$ cat src/hdl/rvcc_pkg.sv
// Package for the RV32I to RVC compressor: command and form codes, shared types.
`default_nettype none

package rvcc_pkg;

  // Decoded RV32I instruction selector as carried on the input channel.
  typedef enum logic [4:0] {
    CMD_ADD   = 5'd0,
    CMD_SUB   = 5'd1,
    CMD_AND   = 5'd2,
    CMD_OR    = 5'd3,
    CMD_XOR   = 5'd4,
    CMD_JALR  = 5'd5,
    CMD_ADDI  = 5'd6,
    CMD_SLLI  = 5'd7,
    CMD_LW    = 5'd8,
    CMD_SRLI  = 5'd9,
    CMD_SRAI  = 5'd10,
    CMD_ANDI  = 5'd11,
    CMD_SW    = 5'd12,
    CMD_BEQ   = 5'd13,
    CMD_BNE   = 5'd14,
    CMD_LUI   = 5'd15,
    CMD_JAL   = 5'd16,
    CMD_OTHER = 5'd17
  } rvcc_cmd_e;

  // Compressed form that was selected.
  typedef enum logic [4:0] {
    KIND_NONE   = 5'd0,
    KIND_ADD    = 5'd1,
    KIND_MV     = 5'd2,
    KIND_JR     = 5'd3,
    KIND_JALR   = 5'd4,
    KIND_LI     = 5'd5,
    KIND_LUI    = 5'd6,
    KIND_ADDI   = 5'd7,
    KIND_SLLI   = 5'd8,
    KIND_LW     = 5'd9,
    KIND_SW     = 5'd10,
    KIND_AND    = 5'd11,
    KIND_OR     = 5'd12,
    KIND_XOR    = 5'd13,
    KIND_SUB    = 5'd14,
    KIND_BEQZ   = 5'd15,
    KIND_BNEZ   = 5'd16,
    KIND_SRLI   = 5'd17,
    KIND_SRAI   = 5'd18,
    KIND_ANDI   = 5'd19,
    KIND_J      = 5'd20,
    KIND_JAL    = 5'd21
  } rvcc_kind_e;

  localparam logic [4:0] KIND_LAST = 5'd21;

  typedef struct packed {
    logic [4:0]  command;
    logic [4:0]  dest_reg;
    logic [4:0]  src1_reg;
    logic [4:0]  src2_reg;
    logic [31:0] immediate;
  } rvcc_instr_t;

  typedef struct packed {
    logic        compressible;
    rvcc_kind_e  kind;
    logic [15:0] halfword;
  } rvcc_result_t;

endpackage

`default_nettype wire

$ cat src/hdl/rvcc_encode.sv
// Combinational RVC form selection and 16-bit encoding of one instruction.
`default_nettype none

module rvcc_encode
  import rvcc_pkg::*;
(
  input  rvcc_instr_t  instr_i,
  output rvcc_result_t result_o
);

  logic [4:0]  rd, rs1, rs2;
  logic [31:0] u;
  logic        rd_p, rs1_p, rs2_p;
  logic        imm_zero, imm_s6, imm_u5, imm_u7, imm_s9, imm_s12;
  logic        rd_eq_rs1;
  rvcc_kind_e  kind;
  logic [15:0] h;

  assign rd  = instr_i.dest_reg;
  assign rs1 = instr_i.src1_reg;
  assign rs2 = instr_i.src2_reg;
  assign u   = instr_i.immediate;

  // Compact registers are x8 to x15.
  assign rd_p  = (rd[4:3]  == 2'b01);
  assign rs1_p = (rs1[4:3] == 2'b01);
  assign rs2_p = (rs2[4:3] == 2'b01);
  assign rd_eq_rs1 = (rd == rs1);

  // Signed ranges hold when all bits above the field agree with its sign bit.
  assign imm_zero = (u == 32'd0);
  assign imm_s6   = (&u[31:5])  || (u[31:5]  == '0);
  assign imm_u5   = (u[31:5] == '0);
  assign imm_u7   = (u[31:7] == '0);
  assign imm_s9   = (&u[31:8])  || (u[31:8]  == '0);
  assign imm_s12  = (&u[31:11]) || (u[31:11] == '0);

  always_comb begin
    kind = KIND_NONE;
    h    = 16'h0000;
    unique case (instr_i.command) inside
      CMD_ADD: begin
        if (rd_eq_rs1 && rd != 5'd0 && rs2 != 5'd0) begin
          kind = KIND_ADD;
          h    = {4'b1001, rd, rs2, 2'b10};
        end else if (rs1 == 5'd0 && rd != 5'd0 && rs2 != 5'd0) begin
          kind = KIND_MV;
          h    = {4'b1000, rd, rs2, 2'b10};
        end
      end
      CMD_SUB, CMD_AND, CMD_OR, CMD_XOR: begin
        if (rd_eq_rs1 && rd_p && rs2_p) begin
          case (instr_i.command)
            CMD_SUB: begin
              kind = KIND_SUB;
              h    = {6'b100011, rd[2:0], 2'b00, rs2[2:0], 2'b01};
            end
            CMD_XOR: begin
              kind = KIND_XOR;
              h    = {6'b100011, rd[2:0], 2'b01, rs2[2:0], 2'b01};
            end
            CMD_OR: begin
              kind = KIND_OR;
              h    = {6'b100011, rd[2:0], 2'b10, rs2[2:0], 2'b01};
            end
            default: begin
              kind = KIND_AND;
              h    = {6'b100011, rd[2:0], 2'b11, rs2[2:0], 2'b01};
            end
          endcase
        end
      end
      CMD_JALR: begin
        if (imm_zero && rs1 != 5'd0) begin
          if (rd == 5'd0) begin
            kind = KIND_JR;
            h    = {4'b1000, rs1, 5'd0, 2'b10};
          end else if (rd == 5'd1) begin
            kind = KIND_JALR;
            h    = {4'b1001, rs1, 5'd0, 2'b10};
          end
        end
      end
      CMD_ADDI: begin
        if (rd != 5'd0 && rs1 == 5'd0 && imm_s6) begin
          kind = KIND_LI;
          h    = {3'b010, u[5], rd, u[4:0], 2'b01};
        end else if (rd_eq_rs1 && rd != 5'd0 && !imm_zero && imm_s6) begin
          kind = KIND_ADDI;
          h    = {3'b000, u[5], rd, u[4:0], 2'b01};
        end
      end
      CMD_SLLI: begin
        if (rd_eq_rs1 && rd != 5'd0 && imm_u5) begin
          kind = KIND_SLLI;
          h    = {4'b0000, rd, u[4:0], 2'b10};
        end
      end
      CMD_LW: begin
        if (imm_u7 && u[1:0] == 2'b00 && rs1_p && rd_p) begin
          kind = KIND_LW;
          h    = {3'b010, u[5:3], rs1[2:0], u[2], u[6], rd[2:0], 2'b00};
        end
      end
      CMD_SW: begin
        if (imm_u7 && u[1:0] == 2'b00 && rs1_p && rs2_p) begin
          kind = KIND_SW;
          h    = {3'b110, u[5:3], rs1[2:0], u[2], u[6], rs2[2:0], 2'b00};
        end
      end
      CMD_SRLI: begin
        if (rd_eq_rs1 && rd_p && imm_u5) begin
          kind = KIND_SRLI;
          h    = {4'b1000, 2'b00, rd[2:0], u[4:0], 2'b01};
        end
      end
      CMD_SRAI: begin
        if (rd_eq_rs1 && rd_p && imm_u5) begin
          kind = KIND_SRAI;
          h    = {4'b1000, 2'b01, rd[2:0], u[4:0], 2'b01};
        end
      end
      CMD_ANDI: begin
        if (rd_eq_rs1 && rd_p && imm_s6) begin
          kind = KIND_ANDI;
          h    = {3'b100, u[5], 2'b10, rd[2:0], u[4:0], 2'b01};
        end
      end
      CMD_BEQ: begin
        if (rs2 == 5'd0 && rs1_p && imm_s9) begin
          kind = KIND_BEQZ;
          h    = {3'b110, u[8], u[4:3], rs1[2:0], u[7:6], u[2:1], u[5], 2'b01};
        end
      end
      CMD_BNE: begin
        if (rs2 == 5'd0 && rs1_p && imm_s9) begin
          kind = KIND_BNEZ;
          h    = {3'b111, u[8], u[4:3], rs1[2:0], u[7:6], u[2:1], u[5], 2'b01};
        end
      end
      CMD_LUI: begin
        if (rd != 5'd0 && rd != 5'd2 && !imm_zero && imm_s6) begin
          kind = KIND_LUI;
          h    = {3'b011, u[5], rd, u[4:0], 2'b01};
        end
      end
      CMD_JAL: begin
        if (imm_s12) begin
          if (rd == 5'd0) begin
            kind = KIND_J;
            h    = {3'b101, u[11], u[4], u[9:8], u[10], u[6], u[7], u[3:1], u[5],
                    2'b01};
          end else if (rd == 5'd1) begin
            kind = KIND_JAL;
            h    = {3'b001, u[11], u[4], u[9:8], u[10], u[6], u[7], u[3:1], u[5],
                    2'b01};
          end
        end
      end
      default: begin
        kind = KIND_NONE;
        h    = 16'h0000;
      end
    endcase
  end

  assign result_o.compressible = (kind != KIND_NONE);
  assign result_o.kind         = kind;
  assign result_o.halfword     = h;

endmodule

`default_nettype wire

$ cat src/hdl/rv32i_to_rvc_compressor_core.sv
// Top level of the RV32I to RVC compressor: input register, encoder, result register.
`default_nettype none

// Channel  Dir  tdata (low bit up)                               tuser (low bit up)
// s_axis   in   dest_reg[4:0] src1_reg[9:5] src2_reg[14:10]      command[4:0]
//               immediate[46:15], zero [47]
// m_axis   out  halfword[15:0]                                   compressible[0]
//                                                                compressed_kind[5:1]
//
// Each item passes through two registers: it is taken into the input register,
// encoded by the combinational form selector, and held in the result register.
// One item is accepted in every cycle while the output side keeps taking results.
// A stalled output holds its result; the input register still fills, so the
// block holds up to two items before it lowers s_axis_tready.
// Reset (rst_ni low, asynchronous) empties both registers; nothing else is cleared.

module rv32i_to_rvc_compressor_core
  import rvcc_pkg::*;
(
  input  wire logic        clk_i,
  input  wire logic        rst_ni,
  // Input items: tdata = dest_reg, src1_reg, src2_reg, immediate (lowest first)
  input  wire logic        s_axis_tvalid,
  output      logic        s_axis_tready,
  input  wire logic [47:0] s_axis_tdata,
  // tuser = command
  input  wire logic [4:0]  s_axis_tuser,
  // Result items: tdata = halfword
  output      logic        m_axis_tvalid,
  input  wire logic        m_axis_tready,
  output      logic [15:0] m_axis_tdata,
  // tuser = compressible, compressed_kind (lowest first)
  output      logic [5:0]  m_axis_tuser
);

  logic         in_valid_q, in_valid_d;
  rvcc_instr_t  in_instr_q;
  logic         out_valid_q, out_valid_d;
  rvcc_result_t out_res_q;
  rvcc_result_t enc_res;
  logic         in_ready, out_ready;

  // The result register can take a new value when it is empty or being drained;
  // the input register can take one when it is empty or moving forward.
  assign out_ready = !out_valid_q || m_axis_tready;
  assign in_ready  = !in_valid_q || out_ready;

  assign in_valid_d  = in_ready  ? s_axis_tvalid : in_valid_q;
  assign out_valid_d = out_ready ? in_valid_q    : out_valid_q;

  always_ff @(posedge clk_i or negedge rst_ni) begin
    if (!rst_ni) begin
      in_valid_q  <= 1'b0;
      out_valid_q <= 1'b0;
    end else begin
      in_valid_q  <= in_valid_d;
      out_valid_q <= out_valid_d;
    end
  end

  // Payload registers carry no reset; they are loaded only with a live item.
  always_ff @(posedge clk_i) begin
    if (s_axis_tvalid && in_ready) begin
      in_instr_q.command   <= s_axis_tuser;
      in_instr_q.dest_reg  <= s_axis_tdata[4:0];
      in_instr_q.src1_reg  <= s_axis_tdata[9:5];
      in_instr_q.src2_reg  <= s_axis_tdata[14:10];
      in_instr_q.immediate <= s_axis_tdata[46:15];
    end
  end

  rvcc_encode u_encode (
    .instr_i  (in_instr_q),
    .result_o (enc_res)
  );

  always_ff @(posedge clk_i) begin
    if (in_valid_q && out_ready) begin
      out_res_q <= enc_res;
    end
  end

  assign s_axis_tready = in_ready;
  assign m_axis_tvalid = out_valid_q;
  assign m_axis_tdata  = out_res_q.halfword;
  assign m_axis_tuser  = {out_res_q.kind, out_res_q.compressible};

endmodule

`default_nettype wire

$ cat config.mk
export PLATFORM = sky130hd
export DESIGN_NAME = rv32i_to_rvc_compressor_core
export DESIGN_NICKNAME = d
export VERILOG_FILES = /design/src/hdl/rvcc_pkg.sv /design/src/hdl/rvcc_encode.sv /design/src/hdl/rv32i_to_rvc_compressor_core.sv
export SDC_FILE = /design/constraint.sdc
export NUM_CORES = 1
export LEC_CHECK = 0
export BUFFER_PORTS_ARGS = -buffer_cell sky130_fd_sc_hd__buf_2
export CAP_MARGIN = 20
export CORE_MARGIN = 3
export CORE_UTILIZATION = 30
export DETAILED_ROUTE_END_ITERATION = 10
export GPL_TIMING_DRIVEN = 1
export PLACE_DENSITY_LB_ADDON = 0.05
export SYNTH_ARGS = -nofsm -noshare
export SYNTH_HDL_FRONTEND = slang
export SYNTH_SLANG_ARGS = --single-unit
$ cat constraint.sdc
create_clock -name clk_i -period 7.7 [get_ports clk_i]
set_input_delay 1.155 -clock clk_i [delete_from_list [all_inputs] [get_ports clk_i]]
set_output_delay 1.155 -clock clk_i [all_outputs]
set_load 0.1 [all_outputs]
==> results.sh <==
export IMPL_yosys_area_top_type="edfxtp_1"
export IMPL_start_util_pct=31.3
export IMPL_finalNetCount=426
export IMPL_drive_gt1_share_pct=29.9
export IMPL_portBuffers=79
export IMPL_fillerInstances=1142
export IMPL_register_area_um2=2270
export IMPL_multi_input_area_um2=1340
export IMPL_n_antenna_cell=0
export IMPL_p_per_area_nw_per_um2=224
export IMPL_synth_warnings=0
export IMPL_drv_cap=0
export IMPL_slew_headroom_pct=31.3
export IMPL_die_area_um2=13500
export IMPL_routabilityCongestion=0.893
export IMPL_fp_dieH_um=116
export IMPL_postCtsSetupBuffers=0
export IMPL_avgViaCountPerCell=5.30
export IMPL_synth_edf_count=74
export IMPL_clockBufferDepth=2
export IMPL_tritoncts="built"
export IMPL_clockRootBuffer="clkbuf_16"
export IMPL_dr_pass1_iters=5
export IMPL_routedWlPerCell_um=18.7
export IMPL_clk_latency_ns=0.34
export IMPL_grt_pass1_vias=2748
export IMPL_ys_ff_latch=76
export IMPL_dp_hpwl_um=7510
export IMPL_yosysSeqAreaShare_pct=62.2
export IMPL_synth_ff_type="edfxtp_1"
export IMPL_synth_fp_nets=343
export IMPL_fp_row_count=39
export IMPL_cts_sinks=76
export IMPL_finalCritPeriodShare_pct=42.2
export IMPL_cts_hold_buf=0
export IMPL_report_final_setup_viol=0
export IMPL_hold_viol_final=0
export IMPL_crit_path_start_kind="flip-flop"
export IMPL_cp_max_fo=7
export IMPL_ant_nets=0
export IMPL_cp_arrival_ns=3.42
export IMPL_area_growth_pct=22.5
export IMPL_h_tree_depth=3
export IMPL_cts_buffers=9
export IMPL_grt_start_max_net_pins=53
export IMPL_synth_top_cell_area_share_pct=60.8
export IMPL_clock_skew_ns=0.00430
export IMPL_power_static_leakage_nw=1.69
export IMPL_postSynthAreaPerCell_um2=12.8
export IMPL_hp_class="flip-flop to flip-flop"
export IMPL_synthArstFlopShare_pct=2.63
export IMPL_status="completed"
export IMPL_drt_iter0_drc=147
export IMPL_die_w_um=116
export IMPL_yosys_top_cells_area="edfxtp_1 (61%), a221o_1 (2.5%), nand2b_1 (2.2%)"
export IMPL_wirelength_um=9670
export IMPL_synthCells=286
export IMPL_fin_setup_tns_ns=0
export IMPL_rsz0062_at_grt="no"
export IMPL_crit_type="flip-flop to flip-flop"
export IMPL_worst_setup_path_end_kind="flip-flop"
export IMPL_required_ns=7.88
export IMPL_tightest_slew_ns=1.02
export IMPL_ys_types=55
export IMPL_grtUsageTotal_pct=14.9
export IMPL_overflow=0
export IMPL_grt_pass1_wl_um=15000
export IMPL_antenna_found_initial=0
export IMPL_clk_pin_slew_ns=0.06
export IMPL_drc=0
export IMPL_core_area_um2=11700
export IMPL_total_power_mw=1.00
export IMPL_finalCriticalPeriod_ns=3.25
export IMPL_max_freq_mhz=308
export IMPL_syn_area_um2=3650
export IMPL_peakVddDrop_mv=0.0972
export IMPL_ctsResizeCount=0
export IMPL_vias=2741
export IMPL_finalMaxSlewViolations=0
export IMPL_ioPinCount=81
cells by family (layout without fill, tap and decap cells):
family | after synthesis | in the layout | synth area share [%]
AOI/OAI and AO/OA | 54 | 54 | 11.1
xor gates and xnor gates | 7 | 7 | 1.68
buffers and inverters | 12 | 100 | 1.23
DFF | 76 | 76 | 62.2
muxes | 1 | 1 | 0.274
and+or+nand+nor | 136 | 136 | 23.5
flip-flops by register name (all words and copies together), names as in the netlist:
| name | count |
|---|---|
| in_instr_q | 52 |
| in_valid_q | 1 |
| m_axis_tdata | 16 |
| m_axis_tuser | 6 |
| m_axis_tvalid | 1 |
final cells by class:
class / instances / share of cell area, %
sequential: 76 / 50.8
multi-input combinational: 198 / 29.9
timing repair buffer: 80 / 9.00
clock buffer: 9 / 5.03
tap: 143 / 4.00
clock inverter: 7 / 0.951
inverter: 4 / 0.336
routing by layer:
| metal | share of wire [%] | up-vias | routed length, µm | track usage (%) |
|---|---|---|---|---|
| met5 | 0 | - | 0 | 0 |
| met4 | 3.0 | 0 | 287 | 8.97 |
| met3 | 6.7 | 22 | 651 | 2.90 |
| met2 | 46 | 102 | 4410 | 22.3 |
| met1 | 45 | 1301 | 4320 | 20.1 |
| li1 | - | 1316 | - | - |
worst max-delay path, cell delays in order (launching register included):
cell and delay [ns]:
edfxtp_1 0.53, xor2_1 0.19, nor4_1 0.76, nand2_1 0.33, a211oi_1 0.73, nand3b_1 0.31, a22oi_1 0.13, o21ai_0 0.10
cells in the mapped netlist (all sizes together) (4+ instances only):
cell	instances
edfxtp	74
nor3	12
or3	5
and2	6
o211ai	6
nand3	5
nor2b	6
nand3b	6
nand4b	4
or4	4
nand2b	13
nand2	17
nor4	14
nand4	11
a221o	9
clkbuf	8
nor2	18
o21ai	11
a21oi	5
xor2	5
inv	4
power breakdown:
group / internal [mW] / switching [mW]
logic: 0.0261 / 0.0855
clock network: 0.216 / 0.166
registers: 0.485 / 0.0215
cell usage in the layout, fill, tap and decap left out, types with 3 or more instances in the layout:
master	Yosys	layout
nor2b_1	6	6
o21ai_0	11	11
nand3b_1	6	6
buf_2	0	79
nor2_1	18	18
nor4_1	10	10
a21oi_1	5	5
edfxtp_1	74	74
and2_1	4	3
clkbuf_16	0	9
o211ai_1	5	5
o2111ai_1	3	3
nand4_1	9	9
and3_1	3	3
a21o_1	3	3
nand2_1	17	17
nor3_1	12	12
or3_1	3	3
nand4b_1	3	3
nand2b_1	13	13
or4_1	3	3
inv_1	4	4
a221o_1	9	9
nor4_2	4	4
nand3_1	5	5
xor2_1	5	5
per-stage QoR:
step | cell area (µm²) | std cells | setup WS (ns) | utilization [%] | hold slack [ns]
2_1_floorplan | 3650 | 286 | 3.99 | - | 0.449
3_3_place_gp | 4210 | 501 | 4.38 | 36.1 | 0.463
3_5_place_dp | 4210 | 501 | 4.51 | 36.1 | 0.471
4_1_cts | 4470 | 517 | 4.51 | 38.4 | 0.485
5_1_grt | 4470 | 517 | 4.24 | 38.4 | 0.507
6_report | 4470 | 517 | 4.45 | 38.4 | 0.480
worst paths after layout:
kind,from,endpoint,slack (ns),depth (start not counted)
worst min-delay path,in_valid_q,m_axis_tvalid,0.48,1
worst max-delay path,in_instr_q[45],m_axis_tdata[4],4.45,7
max in group asynchronous,rst_ni,in_valid_q,7.01,1
worst min register to register,in_valid_q,m_axis_tvalid,0.48,1
min in group asynchronous,rst_ni,m_axis_tvalid,0.59,1
worst max register to register,in_instr_q[45],m_axis_tdata[4],4.45,7
Power figures use the tool's default switching activity.
